$ cat src/rtl/bfd_pkg.sv
// ----------------------------------------------------------------------------
// bfd_pkg
// Shared types and constants of the box filter downscaler.
// ----------------------------------------------------------------------------
package bfd_pkg;

  // configuration register indexes
  localparam logic [7:0] CFG_SRC_WIDTH  = 8'd0;
  localparam logic [7:0] CFG_SRC_HEIGHT = 8'd1;
  localparam logic [7:0] CFG_CHANNELS   = 8'd2;
  localparam logic [7:0] CFG_MAX_DIM    = 8'd3;

  // setup divider operand widths
  localparam int unsigned DIV_NW = 27;
  localparam int unsigned DIV_DW = 14;

  // quotient bits of a box average
  localparam int unsigned AVG_STEPS = 8;

  typedef enum logic [3:0] {
    ST_IDLE = 4'b0001,
    ST_ACC  = 4'b0010,
    ST_DIV  = 4'b0100,
    ST_OUT  = 4'b1000
  } state_e;

  typedef struct packed {
    logic rd_en;
    logic acc_en;
    logic init;
    logic div_step;
  } lane_ctrl_t;

endpackage

$ cat src/rtl/bfd_div.sv
// ----------------------------------------------------------------------------
// bfd_div
// Restoring radix-2 divider, one quotient bit per cycle, for size setup.
// ----------------------------------------------------------------------------
module bfd_div (
  input  logic                       clk_i,
  input  logic                       rst_ni,
  input  logic                       start_i,
  input  logic [bfd_pkg::DIV_NW-1:0] num_i,
  input  logic [bfd_pkg::DIV_DW-1:0] den_i,
  output logic                       done_o,
  output logic [bfd_pkg::DIV_NW-1:0] quo_o,
  output logic [bfd_pkg::DIV_DW-1:0] rem_o
);
  import bfd_pkg::*;

  logic              busy_q, done_q;
  logic [4:0]        cnt_q;
  logic [DIV_NW-1:0] num_q;
  logic [DIV_DW-1:0] den_q, rem_q, rem_d;
  logic [DIV_DW:0]   trial;
  logic              ge;

  always_comb begin
    trial = {rem_q, num_q[DIV_NW-1]};
    ge    = trial >= {1'b0, den_q};
    rem_d = ge ? DIV_DW'(trial - {1'b0, den_q}) : trial[DIV_DW-1:0];
  end

  always_ff @(posedge clk_i or negedge rst_ni) begin
    if (!rst_ni) begin
      busy_q <= 1'b0;
      done_q <= 1'b0;
      cnt_q  <= '0;
    end else begin
      done_q <= 1'b0;
      if (start_i) begin
        busy_q <= 1'b1;
        cnt_q  <= '0;
      end else if (busy_q) begin
        cnt_q <= cnt_q + 5'd1;
        if (cnt_q == 5'(DIV_NW - 1)) begin
          busy_q <= 1'b0;
          done_q <= 1'b1;
        end
      end
    end
  end

  always_ff @(posedge clk_i) begin
    if (start_i) begin
      num_q <= num_i;
      den_q <= den_i;
      rem_q <= '0;
    end else if (busy_q) begin
      rem_q <= rem_d;
      num_q <= {num_q[DIV_NW-2:0], ge};
    end
  end

  assign done_o = done_q;
  assign quo_o  = num_q;
  assign rem_o  = rem_q;

endmodule

$ cat config.mk
export PLATFORM = sky130hd
export DESIGN_NAME = bfd_div
export DESIGN_NICKNAME = d
export VERILOG_FILES = /design/src/rtl/bfd_pkg.sv /design/src/rtl/bfd_div.sv
export SDC_FILE = /design/constraint.sdc
export NUM_CORES = 1
export LEC_CHECK = 0
export BUFFER_PORTS_ARGS = -buffer_cell sky130_fd_sc_hd__buf_2
export CAP_MARGIN = 40
export CORE_MARGIN = 3
export CORE_UTILIZATION = 53
export CTS_BUF_LIST = sky130_fd_sc_hd__clkbuf_16
export DETAILED_ROUTE_END_ITERATION = 8
export GPL_TIMING_DRIVEN = 1
export PLACE_DENSITY = 0.91
export SYNTH_ARGS = -nofsm -noshare
export SYNTH_HDL_FRONTEND = slang
export SYNTH_SLANG_ARGS = --single-unit
export TNS_END_PERCENT = 50
$ cat constraint.sdc
create_clock -name clk_i -period 3.04 [get_ports clk_i]
set_clock_uncertainty 0.05 [all_clocks]
set_input_delay 0.304 -clock clk_i [delete_from_list [all_inputs] [get_ports clk_i]]
set_output_delay 0.304 -clock clk_i [all_outputs]
set_load 0.1 [all_outputs]
**Word-level counts from Yosys, hierarchy flattened**

Index checks and enable logic that the tools add are counted.

- Memories: 0
- Input bits: 44
- ROM bits: 0
- Word-level logic and storage cells: 22
- RAM bits: 0
- Bits in latches: 0
- Output and inout port bits: 42
- Flip-flop bits (word level): 62

- Shift operators: 0
- Multipliers: 0
- Add/subtract/negate cells: 2
- Eq/ne operators: 1
- $lt $le $gt $ge: 1
- Muxes and demuxes: 11
- Bitwise gates (word level): 0
- Reduce and logical (&&, ||, !) cells: 1
- Divide/modulo/power cells: 0

Operator list:

| cell | count |
|---|---|
| two-way mux 27 bit | 2 |
| greater-or-equal comparator 15 x 14 -> 1 bit | 1 |
| two-way mux 14 bit | 1 |
| subtractor 14 bit | 1 |
| two-way mux 5 bit | 2 |
| two-way mux 1 bit | 6 |
| adder 5 x 1 -> 5 bit, second input constant | 1 |
| equality test 5 bit, second input constant | 1 |
| nonzero test 2 bit | 1 |

**Logic depth before layout (Yosys ltp)**

Gate-level depths: netlist of run 1.

- Depth after elaboration: 4
- Mapped depth: 10
- Mapped depth without buffers: 10

**Worst setup path after synthesis of run 1**

Ideal clock, no wire load.

- Kind: register -> register
- Start: register rem_q[0], in the netlist rem_o[0]
- End: register rem_q[2], in the netlist rem_o[2]
- Required time: 2.895 ns
- Path buffers: 0
- Slack: -0.013 ns
- Library setup time: 0.095 ns
- Cell stages (with the launch flop): 8
- Arrival time: 2.907 ns
- Period minus slack after synthesis: 3.053 ns
- Path through: dfxtp_1 ha_1 nor2b_1 o2111a_1 o31a_1 o21a_4 or4_1 o311ai_1

- Longest elaborated chain between the ends: 2
- Elaborated cells on any way between the ends: 3
- Classes of those cells: add/sub: 1; order compare: 1; mux: 1

RTL lines:

| what | RTL line | source |
|---|---|---|
| start: declaration | bfd_div.sv:20 | `logic [DIV_DW-1:0] den_q, rem_q, rem_d;` |
| start signal: assignment | bfd_div.sv:56 | `rem_q <= rem_d;` |
| subtractor 14 bit or greater-or-equal comparator 15 x 14 -> 1 bit (tied branches) | bfd_div.sv:27, bfd_div.sv:26 |  |
| two-way mux 14 bit * | bfd_div.sv:27 | `rem_d = ge ? DIV_DW'(trial - {1'b0, den_q}) : trial[DIV_DW-1:0];` |

Mark *: on every way between the ends. The rest lies on a longest branch, timed or not.
A chain may end at the register's enable or synchronous reset.

**Worst setup path after layout of run 1**

- Start: register rem_q[2], in the netlist rem_o[2]
- End: register rem_q[5], in the netlist rem_o[5]

The elaborated chain is that of the path after synthesis.

==> metrics.yaml, run 1 <==
synth:
  ys_dominant_reg_cell: "edfxtp_1"
  syn_nets: 366
  synth.distinct_cells: 53
  yosys.area.top_type_share: 0.3677
  async_flop_share: 0.1129
  synth_top_area_cell: "edfxtp_1"
  synth_edf_count: 41
  synth_area_leaders: "edfxtp_1 37%, mux2_2 8.7%, dfxtp_1 8.4%"
  synth.cell_area_um2: 3348
  synth_area_per_cell_um2: 11.01
  yosysSeqAreaShare: 0.5037
  synth_warnings: 0
  ys_ff_latch: 62
  syn_inst: 304
clocking:
  insertion_delay_ns: 0.33
  cts.path.max_buffers: 2
  clock_sinks: 62
  cts_buffers: 9
  ctsRootBufferMaster: "clkbuf_16"
  clkSlewWorstSetupHoldPaths_ns: 0.05
  tritoncts: "yes"
  cts_resized: 0
  cts_max_level: 3
placed_design:
  gp_congestion: 0.9093
  place_hpwl_um: 5386
  preCtsSetupSlack_ns: 0.4873
  portBuffers: 85
grt:
  grt_pass1_wl_um: 12580
  grt.overflow.total: 0
  antenna_found_initial: 0
  grtUsageTotal: 0.2177
  first_global_vias: 2607
  grt_max_degree: 40
sta:
  finalSetupTns_ns: 0
  timing.hold.ws_ns: 0.09994
  slew_viol_final: 0
  max_slew_margin: 0.5543
  fin_ws_ns: 0.3928
  fin_crit_sh: 0.8708
  fmax_ghz: 0.3778
  min_period_ns: 2.647
  tightest_slew_ns: 0.6641
  setup_violations: 0
  report.final.hold_viol_count: 0
  rsz0062_at_grt: "no"
finish:
  fillers: 440
  fin_util: 0.6921
  nNetsFinal: 451
  area_delta_synth_final_pct: 24.55
  drive_gt1_frac: 0.3401
  antenna_cells: 0
critical_path:
  crit_path_end_kind: "register"
  cpLargestDelayFamily: "compound AO/OA/AOI/OAI gates"
  crit_arrival_ns: 2.82
  path_cells: "ha_1 -> a21oi_2 -> nor2b_2 -> o31a_1 -> o21ai_2 -> nand3_1 -> a311oi_1"
  crit_required_ns: 3.22
  r2r_setup_slack_ns: 0.39
  cp-start-kind: "register"
  crit_type: "register to register"
  r2r_start: "rem_o[2]"
  crit_buf_inv: 0
  reg2reg_depth: 7
  crit_path_top_delay_cell: "o21ai_2"
  cp_max_fo: 14
  critPathMaxStageDelay_ns: 0.54
  reg2reg_to: "rem_o[5]"
min_path:
  hold_depth: 1
  hold_path.class: "primary input to register"
  hold_start: "den_i[4]"
  whs_endpoint: "den_q[4]"
power_and_ir_drop:
  max-vdd-ir-drop_v: 0.0008327
  powerDensity_nw_per_um2: 1046
  p_leak_uw: 0.001922
routing:
  vias_per_cell: 5.719
  wl_per_cell_um: 16.35
  wl_um: 7668
  antenna_left: 0
  vias: 2682
  drt-initial-drc-count: 170
  drt_first_pass_iters: 4
  route.detailed.drc: 0
die:
  ioPinCount: 86
  core_area_um2: 6026
  num_rows: 28
  start_util: 0.5556
  die_x_um: 85.48
  die_area_um2: 7307
  die_h_um: 85.48
run:
  drv_cap: 0
status:
  run_status: "completed"
## worst register-to-register path, cell delays in order (launching register included)
cell	delay [ns]
dfxtp_1	0.35
ha_1	0.41
a21oi_2	0.29
nor2b_2	0.09
o31a_1	0.37
o21ai_2	0.54
nand3_1	0.15
a311oi_1	0.30
## how the worst max path moves through the flow
stage | from | end | slack (ns) | cells after the start
floorplan | rem_o[2] | rem_o[2] | 0.05 | 7
global placement | den_q[1] | rem_o[10] | 0.62 | 8
detailed placement | den_q[1] | rem_o[5] | 0.49 | 8
CTS | rem_o[2] | rem_o[5] | 0.44 | 7
global route | rem_o[2] | rem_o[10] | 0.22 | 7
finish | rem_o[2] | rem_o[5] | 0.39 | 7
## area by class of cell
cell class	count	area (um^2)	share of cell area
Sequential cell	62	1688	0.4047
Multi-Input combinational cell	207	1524	0.3654
Timing Repair Buffer	89	457.9	0.1098
Clock buffer	9	225.2	0.05401
Clock inverter	7	106.4	0.02550
Tap cell	75	93.84	0.02250
Inverter	20	75.07	0.01800
## cells by family (layout without fill, tap and decap cells)
kind of cell,Yosys count,count (layout),share of synthesized area
compound gates,60,60,0.1278
xor+xnor,12,12,0.03139
fa+ha+maj,18,18,0.06951
buf+inv,35,125,0.04110
flops,62,62,0.5037
mux,27,27,0.09043
simple gates,90,90,0.1360
## power by group
part | internal [uW] | switching (uW) | leakage, uW
combinational | 525 | 1510 | 0.00112
sequential | 1060 | 129 | 0.000628
clock | 790 | 358 | 0.000173
total | 2370 | 1990 | 0.00192
## metal layers
metal  routed length [um]  vias up  track usage
met5                    0        -            0
met4                  208        0      0.09353
met3                  416       20      0.04078
met2                 3836       94       0.3581
met1                 3207     1270       0.2808
li1                     -     1298            -
## registers in the layout, indices dropped and copies added (netlist names)
signal / count
busy_q: 1
cnt_q: 5
den_q: 14
done_o: 1
quo_o: 27
rem_o: 14
## cell usage after synthesis, types with 6 or more instances
library cell  number
edfxtp_1          41
nor2_1            29
mux2_2            26
inv_1             20
ha_1              17
dfxtp_1           14
nand2_1           14
nand3_1           12
o21ai_0           12
clkbuf_1           9
a21oi_1            8
a311oi_1           8
dfrtp_1            7
xnor2_1            7
and3_1             6
nand4_1            6
## layout by cell type, fill, tap and decap left out, types with 2 or more instances in the layout
cell type | Yosys | layout
a311oi_1 | 8 | 8
bufinv_16 | 0 | 3
xnor2_1 | 7 | 7
ha_1 | 17 | 17
a21o_1 | 5 | 5
edfxtp_1 | 41 | 41
and3_1 | 6 | 6
nor4_1 | 4 | 4
a211o_1 | 2 | 2
nand2_1 | 14 | 14
dfxtp_1 | 14 | 13
dfrtp_1 | 7 | 7
xor2_1 | 5 | 5
o21ai_0 | 12 | 12
a31oi_1 | 5 | 5
or3_1 | 2 | 2
nand3_1 | 12 | 12
nor3_1 | 3 | 3
o31a_1 | 2 | 2
o31ai_1 | 3 | 3
mux2_2 | 26 | 26
nand4_1 | 6 | 6
inv_1 | 20 | 23
nor2b_1 | 3 | 3
clkbuf_16 | 0 | 9
nand4b_1 | 2 | 2
buf_4 | 0 | 3
a21oi_1 | 8 | 8
nor2_1 | 29 | 29
o211ai_1 | 2 | 2
o21a_1 | 2 | 2
or4_1 | 2 | 2
buf_2 | 3 | 85
## what timing repair did
item	CTS	global route
hold buffers	1	0
buffers inserted	0	0
hold endpoints to repair	7	0
## metrics by stage
step / cell area (um^2) / total power [uW] / cells
2_1_floorplan: 3349 / 2846 / 304
3_3_place_gp: 3829 / 3146 / 452
3_5_place_dp: 3829 / 3199 / 452
4_1_cts: 4170 / 4354 / 469
5_1_grt: 4170 / 4556 / 469
6_report: 4170 / 4364 / 469
(Power assumes the default switching activity.)
==> run 2, diff against run 1 <==
--- a/config.mk
+++ b/config.mk
@@ -5,14 +5,15 @@
 export SDC_FILE = /design/constraint.sdc
 export NUM_CORES = 1
 export LEC_CHECK = 0
+export ABC_AREA = 1
 export BUFFER_PORTS_ARGS = -buffer_cell sky130_fd_sc_hd__buf_2
 export CAP_MARGIN = 40
 export CORE_MARGIN = 3
-export CORE_UTILIZATION = 53
+export CORE_UTILIZATION = 54
 export CTS_BUF_LIST = sky130_fd_sc_hd__clkbuf_16
 export DETAILED_ROUTE_END_ITERATION = 8
 export GPL_TIMING_DRIVEN = 1
-export PLACE_DENSITY = 0.91
+export PLACE_DENSITY = 0.92
 export SYNTH_ARGS = -nofsm -noshare
 export SYNTH_HDL_FRONTEND = slang
 export SYNTH_SLANG_ARGS = --single-unit
==> run 2 against run 1 <==
Maximum frequency up 22%. Core utilization rose by 1.1 points. Final cell count rose by 29%. Critical endpoint is now quo_o[0]. Flip-flop and latch count is the same. First-iteration DRC count grew 66%.
==> metrics.yaml, run 2 <==
synth:
  synth_top_area_cell: "edfxtp_1"
  yosysSeqAreaShare: 0.4821
  ys_top_cells_by_count: "176 x nand2_1, 49 x inv_1, 41 x edfxtp_1"
  synth.most_common_cell: "nand2_1"
  synth_edf_count: 41
  ys_ff_latch: 62
  ys_dominant_reg_cell: "edfxtp_1"
  synth_warnings: 0
  syn_inst: 433
  synth_area_leaders: "edfxtp_1 35%, nand2_1 19%, dfxtp_1 8.0%"
  async_flop_share: 0.1129
  synth.cell_area_um2: 3498
  synth_area_per_cell_um2: 8.079
  synth.distinct_cells: 32
  yosys.area.top_type_share: 0.3519
  syn_nets: 495
sta:
  max_slew_margin: 0.4067
  fin_crit_sh: 0.7123
  finalSetupTns_ns: 0
  rsz0062_at_grt: "no"
  min_period_ns: 2.165
  report.final.hold_viol_count: 0
  timing.hold.ws_ns: 0.09656
  slew_viol_final: 0
  fin_ws_ns: 0.8747
  fmax_ghz: 0.4618
  setup_violations: 0
  tightest_slew_ns: 0.8890
grt:
  grt_pass1_wl_um: 14650
  grtUsageTotal: 0.2523
  antenna_found_initial: 0
  first_global_vias: 3121
  grt.overflow.total: 0
  grt_max_degree: 45
critical_path:
  critPathMaxStageDelay_ns: 0.38
  crit_buf_inv: 1
  crit_path_top_delay_cell: "edfxtp_1"
  crit_arrival_ns: 2.20
  crit_type: "register to register"
  r2r_start: "den_q[10]"
  reg2reg_depth: 8
  r2r_setup_slack_ns: 0.87
  crit_cells: 8
  cp_max_fo: 26
  cp-endpoint: "quo_o[0]"
  cp-start-kind: "register"
  worstSetupStartpoint: "den_q[10]"
  crit_required_ns: 3.07
  cpLargestDelayFamily: "simple AND/OR/NAND/NOR gates"
  path_cells: "inv_1 -> ha_1 -> a21oi_1 -> nand2_2 -> a21oi_4 -> nand3_4 -> nand2_1 -> nand2_1"
  cp_common_cell: "nand2_1"
  crit_path_end_kind: "register"
  reg2reg_to: "quo_o[0]"
run:
  drv_cap: 0
min_path:
  hold_path.class: "primary input to register"
clocking:
  cts.path.max_buffers: 2
  insertion_delay_ns: 0.33
  clkSlewWorstSetupHoldPaths_ns: 0.05
  ctsRootBufferMaster: "clkbuf_16"
  cts_buffers: 9
  clock_sinks: 62
  tritoncts: "yes"
  cts_max_level: 3
finish:
  nNetsFinal: 585
  drive_gt1_frac: 0.2424
  multi_input_area_um2: 1570
  mostFrequentLayoutCell: "nand2_1"
  area_delta_synth_final_pct: 22.57
  final_cell_mix: "176 x nand2_1, 85 x buf_2, 50 x inv_1"
  fillers: 481
  largest_reg_flops: 27
  antenna_cells: 0
  final_area_um2: 4288
  regArea_um2: 1687
die:
  start_util: 0.5739
  ioPinCount: 86
  core_area_um2: 6096
  num_rows: 28
  die_area_um2: 7481
  die_x_um: 86.49
  die_h_um: 86.49
routing:
  drt-initial-drc-count: 283
  drt_first_pass_iters: 5
  vias: 3157
  antenna_left: 0
  wl_um: 8388
  route.detailed.drc: 0
  wl_per_cell_um: 13.91
  vias_per_cell: 5.235
power_and_ir_drop:
  max-vdd-ir-drop_v: 0.0006205
  powerDensity_nw_per_um2: 947.7
  seqPwrFrac: 0.283
  p_sw_frac: 0.4793
  p_leak_uw: 0.002295
  pwr-share-comb: 0.470
  power.switching_uw: 1948
  p_int_uw: 2116
  pwr-share-clk: 0.247
placed_design:
  place_hpwl_um: 6123
  preCtsSetupSlack_ns: 0.9240
  placed_area_um2: 3986
  portBuffers: 85
  gp_congestion: 0.9370
status:
  run_status: "completed"
-- run 2: metrics by stage --
stage	cells	total power, uW	utilization
after detailed placement	586	3050	0.6539
final	603	4064	0.7034
after CTS	603	4069	0.7034
after global routing	603	4317	0.7034
after floorplan	433	2753	-
after global placement	585	3015	0.6527
-- run 2: how the worst min path moves through the flow --
stage | from | endpoint | slack (ns) | depth (start not counted)
finish | den_i[3] | den_q[3] | 0.1 | 1
global route | den_i[6] | den_q[6] | 0.09 | 1
CTS | den_i[6] | den_q[6] | 0.09 | 1
detailed placement | rst_ni | cnt_q[3] | 0.1 | 1
global placement | rst_ni | cnt_q[4] | 0.09 | 1
floorplan | rst_ni | busy_q | -0.04 | 0
-- run 2: cell families after synthesis --
| group | synth area share |
|---|---|
| AO/OA/AOI/OAI | 0.03541 |
| XOR/XNOR | 0.01753 |
| adder cells (fa/ha/maj) | 0.06652 |
| buffers and inverters | 0.06902 |
| flip-flops | 0.4821 |
| AND/OR/NAND/NOR | 0.3294 |
-- run 2: timing repair --
item                                   in CTS  in global routing
resized for setup                           0                  0
endpoints found under the hold margin       7                  0
setup buffers                               0                  0
hold buffers                                1                  0
-- run 2: area by class of cell --
cell class                 count  area share
tap                           75     0.02189
clock buffer                   9     0.05252
timing repair buffer          89      0.1068
inverter                      50     0.04377
clock inverter                 7     0.01547
sequential                    62      0.3933
multi-input combinational    311      0.3662
-- run 2: layer usage --
layer | vias to the layer above | share of wire | GRT usage
li1 | 1555 | - | -
met1 | 1434 | 0.42 | 0.3238
met2 | 145 | 0.48 | 0.4047
met3 | 23 | 0.083 | 0.07985
met4 | 0 | 0.018 | 0.08640
met5 | - | 0 | 0
-- run 2: worst reg2reg max path, delay by kind of cell (launching register included) --
| family | cells | cell delay [ns] |
|---|---|---|
| AND/OR/NAND/NOR | 4 | 0.64 |
| adder cells (fa/ha/maj) | 1 | 0.28 |
| buffers and inverters | 1 | 0.09 |
| AO/OA/AOI/OAI | 2 | 0.47 |
| flip-flops | 1 | 0.38 |
-- run 2: power groups by stage --
| stage | Sequential, uW | Clock, uW | Combinational (uW) |
|---|---|---|---|
| 4_1_cts | 1150 | 1010 | 1910 |
| 2_1_floorplan | 1880 | 0 | 873 |
| 6_report | 1150 | 1010 | 1910 |
| 5_1_grt | 1170 | 1070 | 2080 |
| 3_3_place_gp | 1160 | 0 | 1860 |
| 3_5_place_dp | 1160 | 0 | 1890 |
==> run 3, diff against run 2 <==
--- a/config.mk
+++ b/config.mk
@@ -9,11 +9,11 @@
 export BUFFER_PORTS_ARGS = -buffer_cell sky130_fd_sc_hd__buf_2
 export CAP_MARGIN = 40
 export CORE_MARGIN = 3
-export CORE_UTILIZATION = 54
+export CORE_UTILIZATION = 48
 export CTS_BUF_LIST = sky130_fd_sc_hd__clkbuf_16
 export DETAILED_ROUTE_END_ITERATION = 8
 export GPL_TIMING_DRIVEN = 1
-export PLACE_DENSITY = 0.92
+export PLACE_DENSITY = 0.87
 export SYNTH_ARGS = -nofsm -noshare
 export SYNTH_HDL_FRONTEND = slang
 export SYNTH_SLANG_ARGS = --single-unit
==> constraint.sdc (replaced) <==
create_clock -name clk_i -period 1.9 [get_ports clk_i]
set_clock_uncertainty 0.05 [all_clocks]
set_input_delay 0.19 -clock clk_i [delete_from_list [all_inputs] [get_ports clk_i]]
set_output_delay 0.19 -clock clk_i [all_outputs]
set_load 0.1 [all_outputs]
==> run 3 against run 2 <==
The run now ends with setup timing left. Non-clock buffer count up 45. Wire length up 14%. Final cell count up 11%. Clock power up 55%. Total power up 84%. Global-route usage down 3.1 points. Combinational power up 110%. Hold slack worse by 0.092 ns. Largest cell class is now multi-input combinational cells.
==> metrics.yaml, run 3 (synthesis gave the netlist of run 2 again) <==
status:
  run_status: "finished, violations left"
  failed_checks: "setup timing"
routing:
  wl_um: 9553
  vias: 3374
  wl_per_cell_um: 14.28
  antenna_left: 0
  route.detailed.drc: 0
  vias_per_cell: 5.043
  drt_first_pass_iters: 4
  drt-initial-drc-count: 183
power_and_ir_drop:
  p_int_uw: 4017
  pwr-share-clk: 0.210
  max-vdd-ir-drop_v: 0.0009670
  pwr-share-comb: 0.541
  power.switching_uw: 3467
  p_sw_frac: 0.4632
  seqPwrFrac: 0.250
  p_total_uw: 7483
  p_leak_uw: 0.002546
  powerDensity_nw_per_um2: 1483
die:
  die_h_um: 91.37
  die_area_um2: 8348
  core_area_um2: 6944
  num_rows: 30
  start_util: 0.5038
  ioPinCount: 86
  die_x_um: 91.37
placed_design:
  place_hpwl_um: 6698
  portBuffers: 85
  gp_congestion: 0.8911
sta:
  min_period_ns: 1.903
  timing.hold.ws_ns: 0.004172
  fin_crit_sh: 1.002
  max_slew_margin: 0.6636
  fmax_ghz: 0.5254
  setup_violations: 1
  fin_ws_ns: -0.003384
  rsz0062_at_grt: "yes"
  slew_viol_final: 0
  tightest_slew_ns: 0.5080
  report.final.hold_viol_count: 0
critical_path:
  crit_path_end_kind: "register"
  crit_type: "register to register"
  cp_max_fo: 8
  crit_required_ns: 2.12
  cp-start-kind: "register"
  crit_arrival_ns: 2.12
finish:
  nNetsFinal: 630
  mostFrequentLayoutCell: "nand2_1"
  fin_util: 0.7267
  largest_reg_flops: 27
  drive_gt1_frac: 0.3909
  antenna_cells: 0
  area_delta_synth_final_pct: 44.24
  fillers: 529
  final_cell_mix: "164 x nand2_1, 85 x buf_2, 41 x inv_1, 41 x edfxtp_1, 34 x buf_4"
clocking:
  cts.path.max_buffers: 2
  clkSlewWorstSetupHoldPaths_ns: 0.05
  cts_buffers: 9
  cts_max_level: 3
  clock_sinks: 62
  ctsRootBufferMaster: "clkbuf_16"
  insertion_delay_ns: 0.33
  tritoncts: "yes"
grt:
  grt_pass1_wl_um: 14830
  antenna_found_initial: 0
  first_global_vias: 3306
  grt.overflow.total: 0
  grt_max_degree: 32
  grtUsageTotal: 0.2213
run:
  drv_cap: 0
min_path:
  hold_path.class: "primary input to register"
==> run 3: critical path, stage by stage (launching register included) <==
cell and delay (ns):
edfxtp_1 0.35, inv_2 0.05, ha_4 0.29, buf_4 0.12, nand2_1 0.09, nor2_4 0.17, nand4_4 0.12, nand3_4 0.17
buf_12 0.16, nor2_4 0.04, nor2_1 0.11, nand2_1 0.07, nand2_1 0.05
==> run 3: layer usage <==
metal,part of all wire,routed length (um),up-vias,global-route usage
met2,0.50,4743,142,0.3722
met5,0,0,-,0
li1,-,-,1653,-
met4,0.020,188,0,0.07663
met3,0.072,691,21,0.06048
met1,0.41,3930,1558,0.2731
==> run 3: cell type report <==
type	instances	area [um^2]	area share
Multi-Input combinational cell	311	1894	0.3754
Clock inverter	7	58.81	0.01165
Sequential cell	62	1703	0.3375
Clock buffer	9	225.2	0.04463
Inverter	50	187.7	0.03719
Timing Repair Buffer	134	857.1	0.1698
Tap cell	96	120.1	0.02380
==> run 3: worst paths after layout <==
kind                       startpoint         to  slack [ns]  cells after the start
max reg2reg                 den_q[10]  rem_o[11]      -0.003                     12
min reg2reg                  cnt_q[4]   cnt_q[4]        0.42                      1
min                          den_i[0]   den_q[0]       0.004                      1
max                         den_q[10]  rem_o[11]      -0.003                     12
min in group asynchronous      rst_ni     busy_q        0.17                      2
max in group asynchronous      rst_ni   cnt_q[2]        1.47                      2
==> run 3: stage by stage <==
step / setup TNS, ns / worst slack (ns) / std cells / area (um^2)
finish: -0.003384 / -0.003384 / 669 / 5046
CTS: 0 / 0.001088 / 664 / 4732
detailed placement: -0.05483 / -0.02476 / 634 / 4259
floorplan: -5.605 / -0.3962 / 433 / 3533
global placement: 0 / 0.009078 / 634 / 4259
global route: -0.6771 / -0.07877 / 669 / 5046
==> run 3: what timing repair did <==
| action | CTS | global route |
|---|---|---|
| pin swaps | 1 | 23 |
| setup endpoints to repair | 11 | 15 |
| cloned | 0 | 1 |
| gates resized for setup | 9 | 55 |
| hold buffers | 12 | 0 |
| endpoints found under the hold margin | 18 | 0 |
| setup buffers | 2 | 4 |
==> run 3: power groups by stage <==
stage | registers (uW) | logic (uW) | clock network (uW)
after floorplan | 3040 | 1430 | 0
after global placement | 1830 | 3340 | 0
after detailed placement | 1840 | 3400 | 0
after CTS | 1830 | 3530 | 1580
after global routing | 1890 | 4320 | 1650
final | 1870 | 4040 | 1570
